===== src/scrr_pkg.sv =====
// Package for the serial command report retransmitter.
// Holds widths, character codes and the structs shared between the block files.
// No dependencies.
package scrr_pkg;

	localparam int BUFFER_DEPTH = 32;
	localparam int IDX_W = 6;
	localparam int HEAD_LEN = 4;
	localparam int BYTE_W = 8;
	localparam int SAMPLE_W = 12;
	localparam int PERIOD_W = 16;

	localparam logic [PERIOD_W-1:0] PERIOD_RESET = 16'd300;

	localparam logic [BYTE_W-1:0] CH_BS    = 8'h08;
	localparam logic [BYTE_W-1:0] CH_START = 8'h21;
	localparam logic [BYTE_W-1:0] CH_END   = 8'h23;
	localparam logic [BYTE_W-1:0] CH_R     = 8'h52;
	localparam logic [BYTE_W-1:0] CH_S     = 8'h53;
	localparam logic [BYTE_W-1:0] CH_T     = 8'h54;
	localparam logic [BYTE_W-1:0] CH_O     = 8'h4F;
	localparam logic [BYTE_W-1:0] CH_K     = 8'h4B;

	localparam logic OP_BYTE = 1'b0;
	localparam logic OP_TICK = 1'b1;

	typedef struct packed {
		logic rst;
		logic ok;
	} cmd_evt_t;

	typedef struct packed {
		logic                valid;
		logic [SAMPLE_W-1:0] value;
		logic                fresh;
	} report_t;

endpackage


===== src/scrr_req_if.sv =====
// Input channel of the retransmitter: received bytes and timer ticks.
// Depends on scrr_pkg for field widths.
interface scrr_req_if;
	import scrr_pkg::*;

	logic                valid;
	logic                ready;
	logic                op;
	logic [BYTE_W-1:0]   rx_byte;
	logic [SAMPLE_W-1:0] adc_sample;

	modport source (output valid, op, rx_byte, adc_sample, input ready);
	modport sink (input valid, op, rx_byte, adc_sample, output ready);
endinterface


===== src/scrr_rsp_if.sv =====
// Output channel of the retransmitter: report frames.
// Depends on scrr_pkg for field widths.
interface scrr_rsp_if;
	import scrr_pkg::*;

	logic                valid;
	logic                ready;
	logic [SAMPLE_W-1:0] report_value;
	logic                report_fresh;

	modport source (output valid, report_value, report_fresh, input ready);
	modport sink (input valid, report_value, report_fresh, output ready);
endinterface


===== src/serial_command_report_retransmitter.sv =====
// Top level of the serial command report retransmitter: input register, parser,
// resend scheduler and report output register. Depends on scrr_pkg and the
// scrr_req_if / scrr_rsp_if interfaces.

// Each beat on req is a received byte (op 0) or a timer tick (op 1). Bytes
// build a command; "!RST#" latches adc_sample, sends it at once with
// report_fresh set and starts periodic resending, "!OK#" stops it. While
// resending, a report with report_fresh clear goes out every resend_period+1
// ticks. The block takes one beat per cycle: a beat is held in the
// input register, is decoded and applied to the state as it leaves it, and its
// report, if any, appears on rsp the cycle after. Throughput drops only when
// the report register is full and rsp is not ready. resend_period is written
// through cfg_we/cfg_wdata and takes effect at the next reload of the count.
module serial_command_report_retransmitter (
	input  logic                          clk,
	input  logic                          arst_n,
	scrr_req_if.sink                      req,
	scrr_rsp_if.source                    rsp,
	input  logic                          cfg_we,
	input  logic [scrr_pkg::PERIOD_W-1:0] cfg_wdata
);
	import scrr_pkg::*;

	logic                s1_valid_q;
	logic                op_s1;
	logic [BYTE_W-1:0]   rx_byte_s1;
	logic [SAMPLE_W-1:0] adc_sample_s1;
	logic [PERIOD_W-1:0] period_q;
	logic                rsp_valid_q;
	logic [SAMPLE_W-1:0] value_q;
	logic                fresh_q;
	logic                adv;
	logic                step;
	cmd_evt_t            evt;
	report_t             res;

	assign adv       = !rsp_valid_q || rsp.ready;
	assign step      = s1_valid_q && adv;
	assign req.ready = !s1_valid_q || adv;

	assign rsp.valid        = rsp_valid_q;
	assign rsp.report_value = value_q;
	assign rsp.report_fresh = fresh_q;

	always_ff @(posedge clk or negedge arst_n) begin
		if (!arst_n) begin
			period_q <= PERIOD_RESET;
		end else if (cfg_we) begin
			period_q <= cfg_wdata;
		end
	end

	always_ff @(posedge clk or negedge arst_n) begin
		if (!arst_n) begin
			s1_valid_q <= 1'b0;
		end else if (req.valid && req.ready) begin
			s1_valid_q <= 1'b1;
		end else if (adv) begin
			s1_valid_q <= 1'b0;
		end
	end

	always_ff @(posedge clk) begin
		if (req.valid && req.ready) begin
			op_s1         <= req.op;
			rx_byte_s1    <= req.rx_byte;
			adc_sample_s1 <= req.adc_sample;
		end
	end

	scrr_cmd_parser u_parser (
		.clk     (clk),
		.arst_n  (arst_n),
		.step    (step && op_s1 == OP_BYTE),
		.rx_byte (rx_byte_s1),
		.evt     (evt)
	);

	scrr_resend_sched u_sched (
		.clk        (clk),
		.arst_n     (arst_n),
		.tick       (step && op_s1 == OP_TICK),
		.evt        (evt),
		.adc_sample (adc_sample_s1),
		.period     (period_q),
		.res        (res)
	);

	always_ff @(posedge clk or negedge arst_n) begin
		if (!arst_n) begin
			rsp_valid_q <= 1'b0;
		end else if (adv) begin
			rsp_valid_q <= res.valid;
		end
	end

	always_ff @(posedge clk) begin
		if (adv && res.valid) begin
			value_q <= res.value;
			fresh_q <= res.fresh;
		end
	end

endmodule


===== src/scrr_cmd_parser.sv =====
// Command buffer and parser: tracks the write index and the first four buffer
// positions, and flags RST# and OK# commands. Depends on scrr_pkg.
module scrr_cmd_parser (
	input  logic                          clk,
	input  logic                          arst_n,
	input  logic                          step,
	input  logic [scrr_pkg::BYTE_W-1:0]   rx_byte,
	output scrr_pkg::cmd_evt_t            evt
);
	import scrr_pkg::*;

	logic [BYTE_W-1:0] head_q [HEAD_LEN];
	logic [BYTE_W-1:0] head_nx [HEAD_LEN];
	logic [IDX_W-1:0]  idx_q;
	logic [IDX_W-1:0]  idx_nx;
	logic [IDX_W:0]    idx_inc;
	logic              in_cmd_q;
	logic              is_bs;
	logic              is_start;
	logic              is_end;

	assign is_bs    = (rx_byte == CH_BS);
	assign is_start = (rx_byte == CH_START);
	assign is_end   = (rx_byte == CH_END);
	assign idx_inc  = {1'b0, idx_q} + (IDX_W+1)'(1);

	// The head is checked as it stands after this byte has been stored.
	always_comb begin
		for (int i = 0; i < HEAD_LEN; i++) begin
			head_nx[i] = (!is_bs && idx_q == IDX_W'(i)) ? rx_byte : head_q[i];
		end
		if (is_start) begin
			idx_nx = '0;
		end else if (is_bs) begin
			idx_nx = (idx_q != '0) ? idx_q - IDX_W'(1) : idx_q;
		end else if (idx_inc >= (IDX_W+1)'(BUFFER_DEPTH)) begin
			idx_nx = '0;
		end else begin
			idx_nx = idx_inc[IDX_W-1:0];
		end
	end

	always_comb begin
		evt.rst = step && in_cmd_q && is_end && head_nx[0] == CH_R && head_nx[1] == CH_S
			&& head_nx[2] == CH_T && head_nx[3] == CH_END;
		evt.ok  = step && in_cmd_q && is_end && !evt.rst && head_nx[0] == CH_O
			&& head_nx[1] == CH_K && head_nx[2] == CH_END;
	end

	always_ff @(posedge clk or negedge arst_n) begin
		if (!arst_n) begin
			idx_q    <= '0;
			in_cmd_q <= 1'b0;
			for (int i = 0; i < HEAD_LEN; i++) begin
				head_q[i] <= '0;
			end
		end else if (step) begin
			idx_q <= idx_nx;
			for (int i = 0; i < HEAD_LEN; i++) begin
				head_q[i] <= head_nx[i];
			end
			if (is_start) begin
				in_cmd_q <= 1'b1;
			end else if (is_end) begin
				in_cmd_q <= 1'b0;
			end
		end
	end

	a_idx_in_range: assert property (@(posedge clk) disable iff (!arst_n)
		{1'b0, idx_q} < (IDX_W+1)'(BUFFER_DEPTH))
		else $error("write index left the buffer");

	a_start_enters: assert property (@(posedge clk) disable iff (!arst_n)
		step && is_start |=> in_cmd_q && idx_q == '0)
		else $error("start mark did not open a command");

endmodule


===== src/scrr_resend_sched.sv =====
// Resend scheduler: holds the latched sample, the resend flag and the tick
// countdown, and forms the report for each item. Depends on scrr_pkg.
module scrr_resend_sched (
	input  logic                            clk,
	input  logic                            arst_n,
	input  logic                            tick,
	input  scrr_pkg::cmd_evt_t              evt,
	input  logic [scrr_pkg::SAMPLE_W-1:0]   adc_sample,
	input  logic [scrr_pkg::PERIOD_W-1:0]   period,
	output scrr_pkg::report_t               res
);
	import scrr_pkg::*;

	logic                resending_q;
	logic [PERIOD_W-1:0] countdown_q;
	logic [SAMPLE_W-1:0] held_q;
	logic                due;

	assign due = tick && resending_q && countdown_q == '0;

	always_comb begin
		res.valid = evt.rst || due;
		res.value = evt.rst ? adc_sample : held_q;
		res.fresh = evt.rst;
	end

	always_ff @(posedge clk or negedge arst_n) begin
		if (!arst_n) begin
			resending_q <= 1'b0;
			countdown_q <= PERIOD_RESET;
			held_q      <= '0;
		end else if (evt.rst) begin
			held_q      <= adc_sample;
			resending_q <= 1'b1;
			countdown_q <= period;
		end else if (evt.ok && resending_q) begin
			resending_q <= 1'b0;
			countdown_q <= period;
		end else if (tick && resending_q) begin
			countdown_q <= due ? period : countdown_q - PERIOD_W'(1);
		end
	end

	a_rst_arms: assert property (@(posedge clk) disable iff (!arst_n)
		evt.rst |=> resending_q && held_q == $past(adc_sample))
		else $error("RST did not arm resending");

	a_ok_stops: assert property (@(posedge clk) disable iff (!arst_n)
		evt.ok && !evt.rst |=> !resending_q)
		else $error("OK did not stop resending");

	a_resend_only_armed: assert property (@(posedge clk) disable iff (!arst_n)
		res.valid && !evt.rst |-> resending_q && !res.fresh)
		else $error("timed resend while idle");

endmodule

===== src/flat_wrapper.sv =====
// flat-port wrapper written by rule: the top's interface ports become plain ports
module serial_command_report_retransmitter_flat import scrr_pkg::*;
  (clk, arst_n, cfg_we, cfg_wdata, req_valid, req_op, req_rx_byte, req_adc_sample, req_ready, rsp_valid, rsp_report_value, rsp_report_fresh, rsp_ready);
  scrr_req_if req_i ();
  scrr_rsp_if rsp_i ();
  input  logic clk;
  input  logic arst_n;
  input  logic cfg_we;
  input  logic [scrr_pkg::PERIOD_W-1:0] cfg_wdata;
  input wire logic [$bits(req_i.valid)-1:0] req_valid;
  input wire logic [$bits(req_i.op)-1:0] req_op;
  input wire logic [$bits(req_i.rx_byte)-1:0] req_rx_byte;
  input wire logic [$bits(req_i.adc_sample)-1:0] req_adc_sample;
  output wire logic [$bits(req_i.ready)-1:0] req_ready;
  output wire logic [$bits(rsp_i.valid)-1:0] rsp_valid;
  output wire logic [$bits(rsp_i.report_value)-1:0] rsp_report_value;
  output wire logic [$bits(rsp_i.report_fresh)-1:0] rsp_report_fresh;
  input wire logic [$bits(rsp_i.ready)-1:0] rsp_ready;
  assign req_i.valid = req_valid;
  assign req_i.op = req_op;
  assign req_i.rx_byte = req_rx_byte;
  assign req_i.adc_sample = req_adc_sample;
  assign req_ready = req_i.ready;
  assign rsp_valid = rsp_i.valid;
  assign rsp_report_value = rsp_i.report_value;
  assign rsp_report_fresh = rsp_i.report_fresh;
  assign rsp_i.ready = rsp_ready;
  serial_command_report_retransmitter u_core (.clk(clk), .arst_n(arst_n), .req(req_i), .rsp(rsp_i), .cfg_we(cfg_we), .cfg_wdata(cfg_wdata));
endmodule

===== config.mk =====
export PLATFORM = sky130hd
export DESIGN_NAME = serial_command_report_retransmitter_flat
export DESIGN_NICKNAME = d
export VERILOG_FILES = /design/src/scrr_pkg.sv /design/src/scrr_req_if.sv /design/src/scrr_rsp_if.sv /design/src/serial_command_report_retransmitter.sv /design/src/scrr_cmd_parser.sv /design/src/scrr_resend_sched.sv /design/src/flat_wrapper.sv
export SDC_FILE = /design/constraint.sdc
export NUM_CORES = 1
export LEC_CHECK = 0
export BUFFER_PORTS_ARGS = -buffer_cell sky130_fd_sc_hd__buf_2
export CORE_MARGIN = 5
export CORE_UTILIZATION = 59
export CTS_CLUSTER_SIZE = 14
export DETAILED_ROUTE_END_ITERATION = 6
export PLACE_DENSITY_LB_ADDON = 0.08
export SLEW_MARGIN = 10
export SYNTH_ARGS = -nofsm -noshare
export SYNTH_HDL_FRONTEND = slang
export SYNTH_HIERARCHICAL = 1
export SYNTH_SLANG_ARGS = --single-unit

===== constraint.sdc =====
create_clock -name clk -period 4.1 [get_ports clk]
set_clock_uncertainty 0.15 [all_clocks]
set_input_delay 0.205 -clock clk [delete_from_list [all_inputs] [get_ports clk]]
set_output_delay 0.205 -clock clk [all_outputs]
set_load 0.02 [all_outputs]

### Word level (Yosys, flattened, before mapping)

Index checks and enable logic that the tools add are counted.

| word-level totals | value |
|---|---|
| register bits | 120 |
| bits of input ports | 42 |
| output and inout port bits | 15 |
| logic and storage cells | 93 |

| cells by class | value |
|---|---|
| add/sub/neg operators | 3 |
| order comparisons | 1 |
| eq/ne operators | 14 |
| multiplexer cells | 19 |
| bitwise gates (word level) | 1 |
| reductions and logical operators | 38 |

Operator list:

| kind | count |
|---|---|
| 16-bit two-way mux | 4 |
| 8-bit by 7-bit == test with 1-bit output, second input constant | 5 |
| 8-bit by 6-bit == test with 1-bit output, second input constant | 4 |
| 8-bit two-way mux | 4 |
| 6-bit two-way mux | 4 |
| 1-bit logical AND | 22 |
| 16-bit logical NOT | 1 |
| 16-bit by 1-bit subtractor with 16-bit output, second input constant | 1 |
| 6-bit by 2-bit == test with 1-bit output, second input constant | 2 |
| 12-bit two-way mux | 1 |
| 8-bit by 4-bit == test with 1-bit output, second input constant | 1 |
| 6-bit by 1-bit adder with 7-bit output, second input constant | 1 |
| 7-bit by 6-bit >= comparator with 1-bit output, second input constant | 1 |
| 6-bit by 1-bit == test with 1-bit output, second input constant | 1 |
| 6-bit logical NOT | 1 |
| 1-bit two-way mux | 6 |
| 2-bit nonzero test | 3 |
| 6-bit nonzero test | 1 |
| 6-bit by 1-bit subtractor with 6-bit output, second input constant | 1 |
| 1-bit logical NOT | 4 |
| 2-bit AND reduction | 2 |
| 1-bit logical OR | 3 |
| 3-bit by 1-bit inequality test with 1-bit output, second input constant | 1 |
| 3-bit nonzero test | 1 |
| 1-bit inverter | 1 |

### Depth between registers and ports, before layout

Gate-level depths: netlist of the first run.

| depth | value |
|---|---|
| depth in word-level cells | 18 |
| gate-level depth with buffers | 13 |

### Hierarchy

The synthesis of the first run kept the hierarchy.

Modules (own cells, without submodules):

| module | times used | cells each | area each (um^2) | sequential area each (um^2) |
|---|---|---|---|---|
| scrr_cmd_parser | 1 | 196 | 2254.7 | 975.9 |
| serial_command_report_retransmitter | 1 | 78 | 1779.2 | 1476.4 |
| scrr_resend_sched | 1 | 159 | 1679.1 | 730.7 |

### Least setup slack after synthesis of the first run

No wires, ideal clock.

| timing | value |
|---|---|
| kind | flip-flop to flip-flop |
| from | register u_core.rx_byte_s1[7] |
| to | register u_core.u_sched.countdown_q[9] |
| setup time | 0.126 ns |
| arrival time | 3.084 ns |
| setup slack | 0.740 ns |
| cell stages (with the launch flop) | 11 |
| clock period less this slack | 3.360 ns |
| cell sequence | edfxtp_1 or4_4 o211ai_2 nand4_1 a2111oi_2 nor4b_2 buf_2 a21o_1 clkbuf_1 o21ai_0 a221o_1 |

RTL lines:

| what | RTL line | text |
|---|---|---|
| start: declaration | serial_command_report_retransmitter.sv:26 | `logic [BYTE_W-1:0] rx_byte_s1;` |
| start signal: assignment | serial_command_report_retransmitter.sv:66 | `rx_byte_s1 <= req.rx_byte;` |
| end signal: assignment | scrr_resend_sched.sv:35 | `countdown_q <= period;` |
| end signal: assignment | scrr_resend_sched.sv:38 | `countdown_q <= period;` |
| end signal: assignment | scrr_resend_sched.sv:40 | `countdown_q <= due ? period : countdown_q - PERIOD_W'(1);` |
| end: declaration | scrr_resend_sched.sv:15 | `logic [PERIOD_W-1:0] countdown_q;` |

==> results of run 1 <==
## worst register-to-register path, delay by kind of cell (launching register included)
family / cells / cell delay [ps]
buffers and inverters: 1 / 210
AOI/OAI and AO/OA: 5 / 990
and+or+nand+nor: 5 / 1630
DFF: 1 / 580
## where the power goes
group / internal, mW / total (mW) / leakage [nW] / switching, mW
clock network: 0.792 / 1.36 / 0.272 / 0.569
registers: 1.44 / 1.61 / 1.42 / 0.173
logic: 0.339 / 0.610 / 1.39 / 0.271
total: 2.57 / 3.58 / 3.08 / 1.01
## layer usage
layer / vias up / track usage [%] / share of wire, %
li1: 1856 / - / -
met1: 1942 / 30.92 / 45
met2: 136 / 35.26 / 49
met3: 9 / 6.507 / 5.8
met4: 0 / 6.943 / 0.79
met5: - / 0 / 0
## sequential cells by signal, summed over array words and instances, names as in the netlist
register	count
u_core/u_sched/countdown_q	16
u_core/rsp.report_value	12
u_core/adc_sample_s1	12
u_core/u_parser/idx_q	6
u_core/u_parser/head_q	32
u_core/op_s1	1
u_core/period_q	16
u_core/u_sched/held_q	12
u_core/s1_valid_q	1
u_core/u_sched/resending_q	1
u_core/rx_byte_s1	8
u_core/rsp.report_fresh	1
u_core/u_parser/in_cmd_q	1
u_core/rsp.valid	1
## per-stage QoR
step                hold slack (ps)  utilization [%]  instance area (µm²)  cells
floorplan                    -240.6                -                 5713    433
global placement              232.8            63.63                 6105    611
detailed placement            233.2            63.63                 6105    611
CTS                           72.26            73.64                 7066    684
global route                  78.64            73.64                 7066    684
finish                        87.05            73.64                 7066    684
## final cells by class
cell class	count	area, µm²
fillers	628	2529
multi-input cells	281	2360
repair buffers	106	760.7
clock inverters	14	111.4
well taps	133	166.4
inverters	12	45.04
clock buffers	18	439.2
flip-flops and latches	120	3183
## path summary, 6_finish.rpt
kind,cells past startpoint,to
max in group asynchronous,2,u_core/u_parser/head_q[26]$_DFFE_PN0P_
setup reg to reg,11,u_core/u_sched/countdown_q[13]$_DFFE_PN0P_
hold / removal,2,u_core/period_q[13]$_DFFE_PN0P_
setup / recovery,11,u_core/u_sched/countdown_q[13]$_DFFE_PN0P_
min in group asynchronous,2,u_core/u_parser/idx_q[4]$_DFFE_PN0P_
hold reg to reg,1,u_core/u_sched/held_q[3]$_DFF_PN0_
## kinds of logic (layout without fill, tap and decap cells)
logic type | after synthesis | after routing | share of synthesized area [%]
flops | 120 | 120 | 55.72
buf+inv | 32 | 150 | 3.132
xor+xnor | 1 | 1 | 0.1533
simple gates | 133 | 133 | 16.10
compound gates | 73 | 73 | 9.615
fa+ha+maj | 6 | 6 | 1.314
mux | 68 | 68 | 13.97
## what timing repair did
item | 4_1_cts | 5_1_grt
hold buffers | 41 | 0
endpoints found under the hold margin | 117 | 0
resized for setup | 0 | 0
endpoints found under the setup margin | 0 | 0
## cell usage in the layout (no fill, tap or decap), types with 7 or more instances in the layout
cell,synthesis,final
nor3_1,9,9
buf_2,7,55
dfrtp_1,78,78
nand3_1,16,16
nor2_1,8,8
a21oi_1,11,11
clkbuf_16,0,17
dfstp_2,8,8
buf_4,1,10
and3_1,7,7
mux2_4,11,11
edfxtp_1,34,34
inv_1,12,12
nand2_1,28,28
o21ai_0,16,16
mux2_2,50,50
nand4_1,10,10
dlygate4sd3_1,0,41
mux2i_1,7,7
==> results.md, run 1 <==
- Cell area after synthesis: 5713 µm²
- CP most frequent cell: a21oi_1
- Die area: 11750 µm²
- Layout Nets: approximately 600
- Initial Utilization: 59.55%
- Die H: 108.4 µm
- Final Hold Fails: 0
- Startpoint Class: flop
- Reg2Reg Setup Slack: between 400 and 500 ps
- Slowest-stage cell, CP: or4b_4
- Place WS: 490.9 ps
- Ys flop type: dfrtp_1
- DRC Markers: 0
- Critical path peak fanout: 20
- Crit path DAT: 3930 ps
- Worst IR Drop VDD: about 420 µV
- GR Overflow Total: 0
- Core Area: 9594 µm²
- ANT nets after route: 0
- Final setup margin: between 400 and 500 ps
- Number of synthesized flops with an enable pin: 34
- Setup bufs post-CTS: 0
- Synth Net Count: 481
- Largest net degree at the start of global routing: between 80 and 90
- CTS Buf Count: 17
- RSZ-0062 raised after global routing: false
- Clock sinks: 120
- Global-route wire length before repair: slightly above 20000 µm
- Vias in the first global route: 4083
- GRT Resource Usage Total: 22.63%
- Synth top area share: between 30% and 40%
- Slowest stage delay, CP: 660 ps
- Initial DRC Count: 233
- Max Cap Violations: 0
- Maximum clock frequency: between 200 and 300 MHz
- Std cell rows: 36
- RR Startpoint: u_core/rx_byte_s1[0]$_DFFE_PP_
- Leak pwr: 3.079 nW
- Count of input and output buffers: 56
- N_diodes: 0
- Crit-path cells: or4b_4 > o211ai_2 > nand4_1 > a2111oi_2 > and3_2 > or2_2 > a21oi_1 > buf_4 > or3_1 > a21oi_1 > a211o_1
- Fin Setup TNS: 0 ps
- I/O pins: 57
- Rel. slew slack: 28.77%
- Avg Cell Area, Syn: 13.19 µm²
- Drt wl/cell: 17.63 µm
- WL final: 12060 µm
- Cell count after synthesis: 433
- HPWL Detailed: 7551 µm
- CP Class: reg2reg
- Vias per cell: 5.765
- Power Density: 506.9 nW/µm²
- Die X-Extent: 108.4 µm
- Critical Path RT: 4400 ps
- Clk buf depth: 2
- CTS tree: done
- Antenna violations before repair: 0
- Max-slew violation count: 0
- Top cells by area, synth: dfrtp_1 (34%), edfxtp_1 (18%), mux2_2 (9.9%)
- Overall power: about 3.6 mW
- Crit path from: u_core/rx_byte_s1[0]$_DFFE_PP_
- Delay-heaviest family, CP: simple AND/OR/NAND/NOR gates
- Most common cell in the netlist: dfrtp_1
- Yosys warning count: 6
- Vias post-DR: 3943
- Drt pass-1 iters: 5
- Final setup vio count: 0
- Synth cell types: 79
- Synth area leader: dfrtp_1
- Synth top cells by count: dfrtp_1 (78), mux2_2 (50), edfxtp_1 (34)
- Placer Congestion: about 0.9
- Worst slew pin tran: 1068 ps
- Area growth, synth to finish: 23.68%
- CTS root buffer: clkbuf_8
- CP endpoint kind: flop
- Worst Hold Class: in2reg
- Post-layout minimum cycle time: 3637 ps
- Worst Path Buf+Inv: 1
- Period Utilization, post-route: 88.70%
- Clk pin slew, worst setup/hold paths: roughly 60 ps
- Ys async rst share: 71.67%
- Worst hold path startpoint: cfg_we
- Worst-Skew Late Latency: roughly 510 ps
- Number of synthesized register bits: 120
- CTS H-tree depth: 4
- Status: completed
- Register area share after synthesis: 55.72%
- Share of layout cells above drive strength 1: 35.21%
No activity file was read; power rests on OpenSTA's default activity.
==> run 2, diff against run 1 <==
--- a/config.mk
+++ b/config.mk
@@ -6,7 +6,6 @@
 export NUM_CORES = 1
 export LEC_CHECK = 0
 export BUFFER_PORTS_ARGS = -buffer_cell sky130_fd_sc_hd__buf_2
-export CORE_MARGIN = 5
 export CORE_UTILIZATION = 59
 export CTS_CLUSTER_SIZE = 14
 export DETAILED_ROUTE_END_ITERATION = 6
==> results.md, run 2 (same netlist as run 1, synthesis figures left out) <==
- Status: completed
- GR Overflow Total: 0
- Post-layout minimum cycle time: between 3000 and 4000 ps
- Hold Crit Endpoint: u_core/period_q[9]$_DFFE_PN0P_
- Count of input and output buffers: 56
- CP most frequent cell: buf_4
- RR Startpoint: u_core/rx_byte_s1[4]$_DFFE_PP_
- Worst Path Buf+Inv: 3
- DRC Markers: 0
- Critical Path RT: 4160 ps
- CP endpoint kind: flop
- Std cell rows: 35
- Slowest stage delay, CP: 650 ps
- HPWL Detailed: 7300 µm
- Most common cell after layout, fill and taps aside: dfrtp_1
- Leak pwr: 3.076 nW
- Antenna violations before repair: 0
- Worst hold path startpoint: cfg_we
- Worst IR Drop VDD: ~430 µV
- Power Density: approximately 520 nW/µm²
- Critical path peak fanout: 16
- GRT Resource Usage Total: about 28%
- Crit path DAT: 3810 ps
- Layout Nets: 583
- Core Area: 9328 µm²
- Clk buf depth: 2
- Die H: 100.4 µm
- Most frequent cells in the layout: dfrtp_1 (78), buf_2 (55), mux2_2 (50)
- Startpoint Class: flop
- Rel. slew slack: 27.67%
- WHS Path Cells: 2
- CTS H-tree depth: 4
- Place WS: 415.3 ps
- Slowest-stage cell, CP: or4_4
- R2R cell count: 10
- Final Hold Fails: 0
- Fin Setup TNS: 0 ps
- Period Utilization, post-route: 91.41%
- Max-slew violation count: 0
- R2R Path End: u_core/rsp.report_value[7]$_DFFE_PP_
- Max Cap Violations: 0
- Crit-path cells: or4_4 > o211ai_2 > nand4_1 > a2111oi_2 > nor4b_4 > buf_4 > inv_1 > o21ai_0 > and2_1 > buf_4
- Die X-Extent: about 100 µm
- Final setup vio count: 0
- Largest net degree at the start of global routing: 87
- Drt pass-1 iters: 5
- Drt wl/cell: approximately 19 µm
- Clk pin slew, worst setup/hold paths: approximately 60 ps
- Final setup margin: 352.1 ps
- Area growth, synth to finish: 23.76%
- Setup bufs post-CTS: 0
- Die area: 10080 µm²
- Vias in the first global route: 4045
- CTS Buf Count: 17
- Delay-heaviest family, CP: simple AND/OR/NAND/NOR gates
- Worst Hold Class: in2reg
- Placer Congestion: around 0.89
- Maximum clock frequency: between 200 and 300 MHz
- Reg2Reg Setup Slack: about 350 ps
- CTS tree: done
- Vias post-DR: 3988
- WL final: between 10000 and 15000 µm
- N_diodes: 0
- Global-route wire length before repair: between 20000 and 25000 µm
- Worst slew pin tran: 1085 ps
- Largest registers: u_core/u_parser/head_q: 32 flops, u_core/period_q: 16 flops, u_core/u_sched/countdown_q: 16 flops
- Clock sinks: 120
- Vias per cell: 5.891
- I/O pins: 57
- ANT nets after route: 0
- Worst-Skew Late Latency: 520 ps
- CP Class: reg2reg
- Overall power: 3.705 mW
- Share of layout cells above drive strength 1: 34.12%
- CTS root buffer: clkbuf_8
- Max reg flops: 32
- Biggest register: u_core/u_parser/head_q
- Initial DRC Count: 227
- RSZ-0062 raised after global routing: false
- Number of fill cells: 591
- Initial Utilization: 61.25%
==> run 2: changes by cell type in the layout (fill, tap and decap cells not counted), sizes merged <==
cell,change
clkinvlp,-1
clkinv,+1
bufinv,+3
inv,-8
buf,-3
clkbuf,+5
==> run 2: worst max-delay path by stage <==
| stage | startpoint | depth (start not counted) | endpoint | slack, ps |
|---|---|---|---|---|
| after floorplan | u_core/rx_byte_s1[7]$_DFFE_PP_ | 10 | u_core/u_sched/countdown_q[9]$_DFFE_PN0P_ | 740 |
| final | u_core/rx_byte_s1[4]$_DFFE_PP_ | 10 | u_core/rsp.report_value[7]$_DFFE_PP_ | 350 |
| after detailed placement | u_core/rx_byte_s1[4]$_DFFE_PP_ | 10 | u_core/rsp.report_value[8]$_DFFE_PP_ | 420 |
| after global placement | u_core/rx_byte_s1[4]$_DFFE_PP_ | 10 | u_core/rsp.report_fresh$_DFFE_PP_ | 550 |
| after global routing | u_core/rx_byte_s1[4]$_DFFE_PP_ | 9 | u_core/u_sched/countdown_q[9]$_DFFE_PN0P_ | 160 |
| after CTS | u_core/rx_byte_s1[4]$_DFFE_PP_ | 10 | u_core/rsp.report_value[7]$_DFFE_PP_ | 370 |
==> run 2: area by class of cell <==
class	count	area, µm²	area share [%]
flip-flops and latches	120	3183	45.02
multi-input cells	281	2360	33.37
repair buffers	103	738.2	10.44
clock buffers	23	456.7	6.459
well taps	129	161.4	2.283
clock inverters	9	126.4	1.787
inverters	12	45.04	0.6371
==> run 2: where the power goes <==
part	internal, mW	leakage (nW)	switching (mW)
sequential	1.44	1.42	0.176
clock	0.955	0.286	0.519
combinational	0.339	1.37	0.278
==> run 2: what timing repair did <==
item | in CTS | in global routing
resized for setup | 0 | 0
hold endpoints to repair | 117 | 0
hold buffers | 41 | 0
==> run 2: stage by stage <==
stage	utilization, %	cell area, µm²	hold WS, ps	instances
after floorplan	-	5713	-240.6	433
after CTS	75.80	7071	86.77	677
final	75.80	7071	98.46	677
after detailed placement	65.15	6077	233.1	604
after global routing	75.80	7071	106.3	677
after global placement	65.15	6077	230.9	604
==> run 2: routing by layer <==
metal / wire, µm / vias to the layer above / track usage [%]
met2: 6160 / 119 / 43.47
met5: 0 / - / 0
met4: 199 / 0 / 9.365
met3: 570 / 20 / 6.476
li1: - / 1846 / -
met1: 5695 / 2003 / 37.77
==> run 3, diff against run 2 <==
--- a/config.mk
+++ b/config.mk
@@ -5,8 +5,9 @@
 export SDC_FILE = /design/constraint.sdc
 export NUM_CORES = 1
 export LEC_CHECK = 0
+export ABC_AREA = 1
 export BUFFER_PORTS_ARGS = -buffer_cell sky130_fd_sc_hd__buf_2
-export CORE_UTILIZATION = 59
+export CORE_UTILIZATION = 60
 export CTS_CLUSTER_SIZE = 14
 export DETAILED_ROUTE_END_ITERATION = 6
 export PLACE_DENSITY_LB_ADDON = 0.08
==> results.md, run 3 <==
- R2R Path End: u_core/u_sched/countdown_q[4]$_DFFE_PN0P_
- N_diodes: 0
- Critical Path RT: 4360 ps
- Leak pwr: 3.664 nW
- I/O pins: 57
- Placer Congestion: roughly 0.94
- GR Overflow Total: 0
- DRC Markers: 0
- Worst slew pin tran: 1032 ps
- Initial Utilization: between 60% and 70%
- Post-cts gate resize count: 0
- Switching share of power: 35.59%
- Number of fill cells: 699
- Register area: 3183 µm²
- Max reg flops: 32
- Register area share after synthesis: 52.32%
- Crit path DAT: 3820 ps
- CTS H-tree depth: 4
- Overall power: just over 4 mW
- R2R cell count: 17
- Max Cap Violations: 0
- Yosys warning count: 6
- CTS tree: done
- RR Startpoint: u_core/u_parser/idx_q[0]$_DFFE_PN0P_
- Synth top cells by count: nand2_1 (238), dfrtp_1 (78), inv_1 (78)
- Count of input and output buffers: 56
- Synth area leader: dfrtp_1
- Clock Power Share: 34.3%
- Die X-Extent: 102.7 µm
- Core Area: between 9000 and 10000 µm²
- Clk pin slew, worst setup/hold paths: 60 ps
- Share of power burned in registers: between 30% and 40%
- Ys async rst share: 71.67%
- Initial DRC Count: 423
- Synth top area share: between 30 and 40%
- Max-slew violation count: 0
- Top cells by area, synth: dfrtp_1 (32%), edfxtp_1 (17%), nand2_1 (15%)
- GRT Resource Usage Total: a little under a third
- Worst-Skew Late Latency: between 500 and 600 ps
- Number of synthesized flops with an enable pin: 34
- Worst Hold Class: in2reg
- Vias in the first global route: 5020
- Std cell rows: 36
- Critical path peak fanout: 15
- Net Sw Power: 1.450 mW
- Crit path from: u_core/u_parser/idx_q[0]$_DFFE_PN0P_
- Final setup vio count: 0
- Die H: just over 100 µm
- End of the critical path: u_core/u_sched/countdown_q[4]$_DFFE_PN0P_
- WL final: 14890 µm
- Avg Cell Area, Syn: between 8 and 9 µm²
- Drt wl/cell: 15.10 µm
- Most common cell in the netlist: nand2_1
- Largest net degree at the start of global routing: 56
- Area growth, synth to finish: 23.39%
- Global-route wire length before repair: 23740 µm
- Final Hold Fails: 0
- Fin Hold WS: 18.51 ps
- Post-layout minimum cycle time: 3563 ps
- Vias per cell: 5.401
- Synth cell types: 42
- Period Utilization, post-route: 86.89%
- Comb power frac: 27.5%
- Antenna violations before repair: 0
- Clock sinks: 120
- Most frequent cells in the layout: nand2_1 (238), inv_1 (78), dfrtp_1 (78)
- Largest registers: u_core/u_parser/head_q: 32 flops, u_core/period_q: 16 flops, u_core/u_sched/countdown_q: 16 flops
- Vias post-DR: around 5300
- CTS Buf Count: 17
- Most common cell after layout, fill and taps aside: nand2_1
- CP endpoint kind: flop
- P_int: 2.625 mW
- ANT nets after route: 0
- Placed Instances: 901
- RSZ-0062 raised after global routing: false
- HPWL Detailed: 9288 µm
- Power Density: 542.9 nW/µm²
- Ys flop type: dfrtp_1
- Multi-input gate area: 2422 µm²
- Worst IR Drop VDD: between 400 and 500 µV
- Cell count after synthesis: 729
- Non-Filler Instances: 986
- Clk buf depth: 2
- Share of layout cells above drive strength 1: 16.30%
- Startpoint Class: flop
- Biggest register: u_core/u_parser/head_q
- CTS root buffer: clkbuf_8
- Die area: 10550 µm²
- Rel. slew slack: 31.13%
- Synth Net Count: slightly below 800
- Drt pass-1 iters: 6
- Status: completed
- Cell area after synthesis: a little over 6000 µm²
- Maximum clock frequency: 280.7 MHz
- Fin Setup TNS: 0 ps
- Number of synthesized register bits: 120
- Reg2Reg Setup Slack: approximately 540 ps
- Layout Nets: 888
- CP Class: reg2reg
run 3: per-stage QoR:
stage                     cell area, µm²  worst slack (ps)  utilization [%]
final                               7506             537.5            76.44
after detailed placement            6419             718.8            65.37
after global routing                7506             287.0            76.44
after floorplan                     6083             585.5                -
after global placement              6419             791.1            65.37
after CTS                           7506             646.1            76.44
run 3: what timing repair did:
| item | 4_1_cts | 5_1_grt |
|---|---|---|
| endpoints found under the hold margin | 89 | 0 |
| hold buffers | 53 | 0 |
| setup endpoints to repair | 0 | 0 |
| buffers inserted | 0 | 0 |
run 3: power groups by stage:
| stage | clock, mW | combinational (mW) | sequential (mW) |
|---|---|---|---|
| after floorplan | 0 | 0.850 | 1.53 |
| after global placement | 0 | 1.01 | 1.56 |
| after detailed placement | 0 | 1.04 | 1.57 |
| after CTS | 1.42 | 1.09 | 1.55 |
| after global routing | 1.47 | 1.25 | 1.58 |
| final | 1.40 | 1.12 | 1.56 |
run 3: worst min-delay path by stage:
stage	start	to	slack, ps	cells after the start
finish	cfg_we	u_core/period_q[0]$_DFFE_PN0P_	20	3
global route	cfg_we	u_core/period_q[0]$_DFFE_PN0P_	60	3
CTS	cfg_we	u_core/period_q[0]$_DFFE_PN0P_	7	3
detailed placement	arst_n	u_core/u_parser/idx_q[2]$_DFFE_PN0P_	160	1
global placement	arst_n	u_core/u_parser/idx_q[2]$_DFFE_PN0P_	150	1
floorplan	arst_n	u_core/period_q[0]$_DFFE_PN0P_	-240	0
run 3: cell families (layout without fill, tap and decap cells):
kind of cell	count (synthesis)	after routing	synth area share, %
buffers and inverters	109	233	7.898
adders and majority gates	6	6	1.234
xor gates and xnor gates	10	10	1.440
DFF	120	120	52.32
AOI/OAI and AO/OA	81	81	7.672
and+or+nand+nor	403	403	29.43
run 3: final cells by class:
class                           count  area share, %
Multi-Input combinational cell    500          32.27
Sequential cell                   120          42.41
Timing Repair Buffer              114          11.34
Clock inverter                     14          1.850
Clock buffer                       18          5.568
Inverter                           87          4.351
Tap cell                          133          2.217
run 3: routing by layer:
metal  wire [µm]  vias to the layer above  GRT usage (%)  part of all wire, %
met3        1045                       27          7.525                  7.0
li1            -                     2564              -                    -
met4         270                        0          13.41                  1.8
met5           0                        -              0                    0
met2        7130                      221          48.21                   48
met1        6442                     2513          39.79                   43
run 3: worst max-delay path: stages, from the launching register on:
cell and delay, ps:
dfrtp_1 450, ha_1 270, inv_1 120, nor2_8 190, nand2_2 160, nand2_1 140
nand2_1 60, nor2_1 200, nand2_1 90, nor2_1 120, nand3_1 90, nor2_1 90
buf_4 220, a21oi_2 120, nand2_1 330, clkinv_1 380, nand2_1 190, nand2_1 70
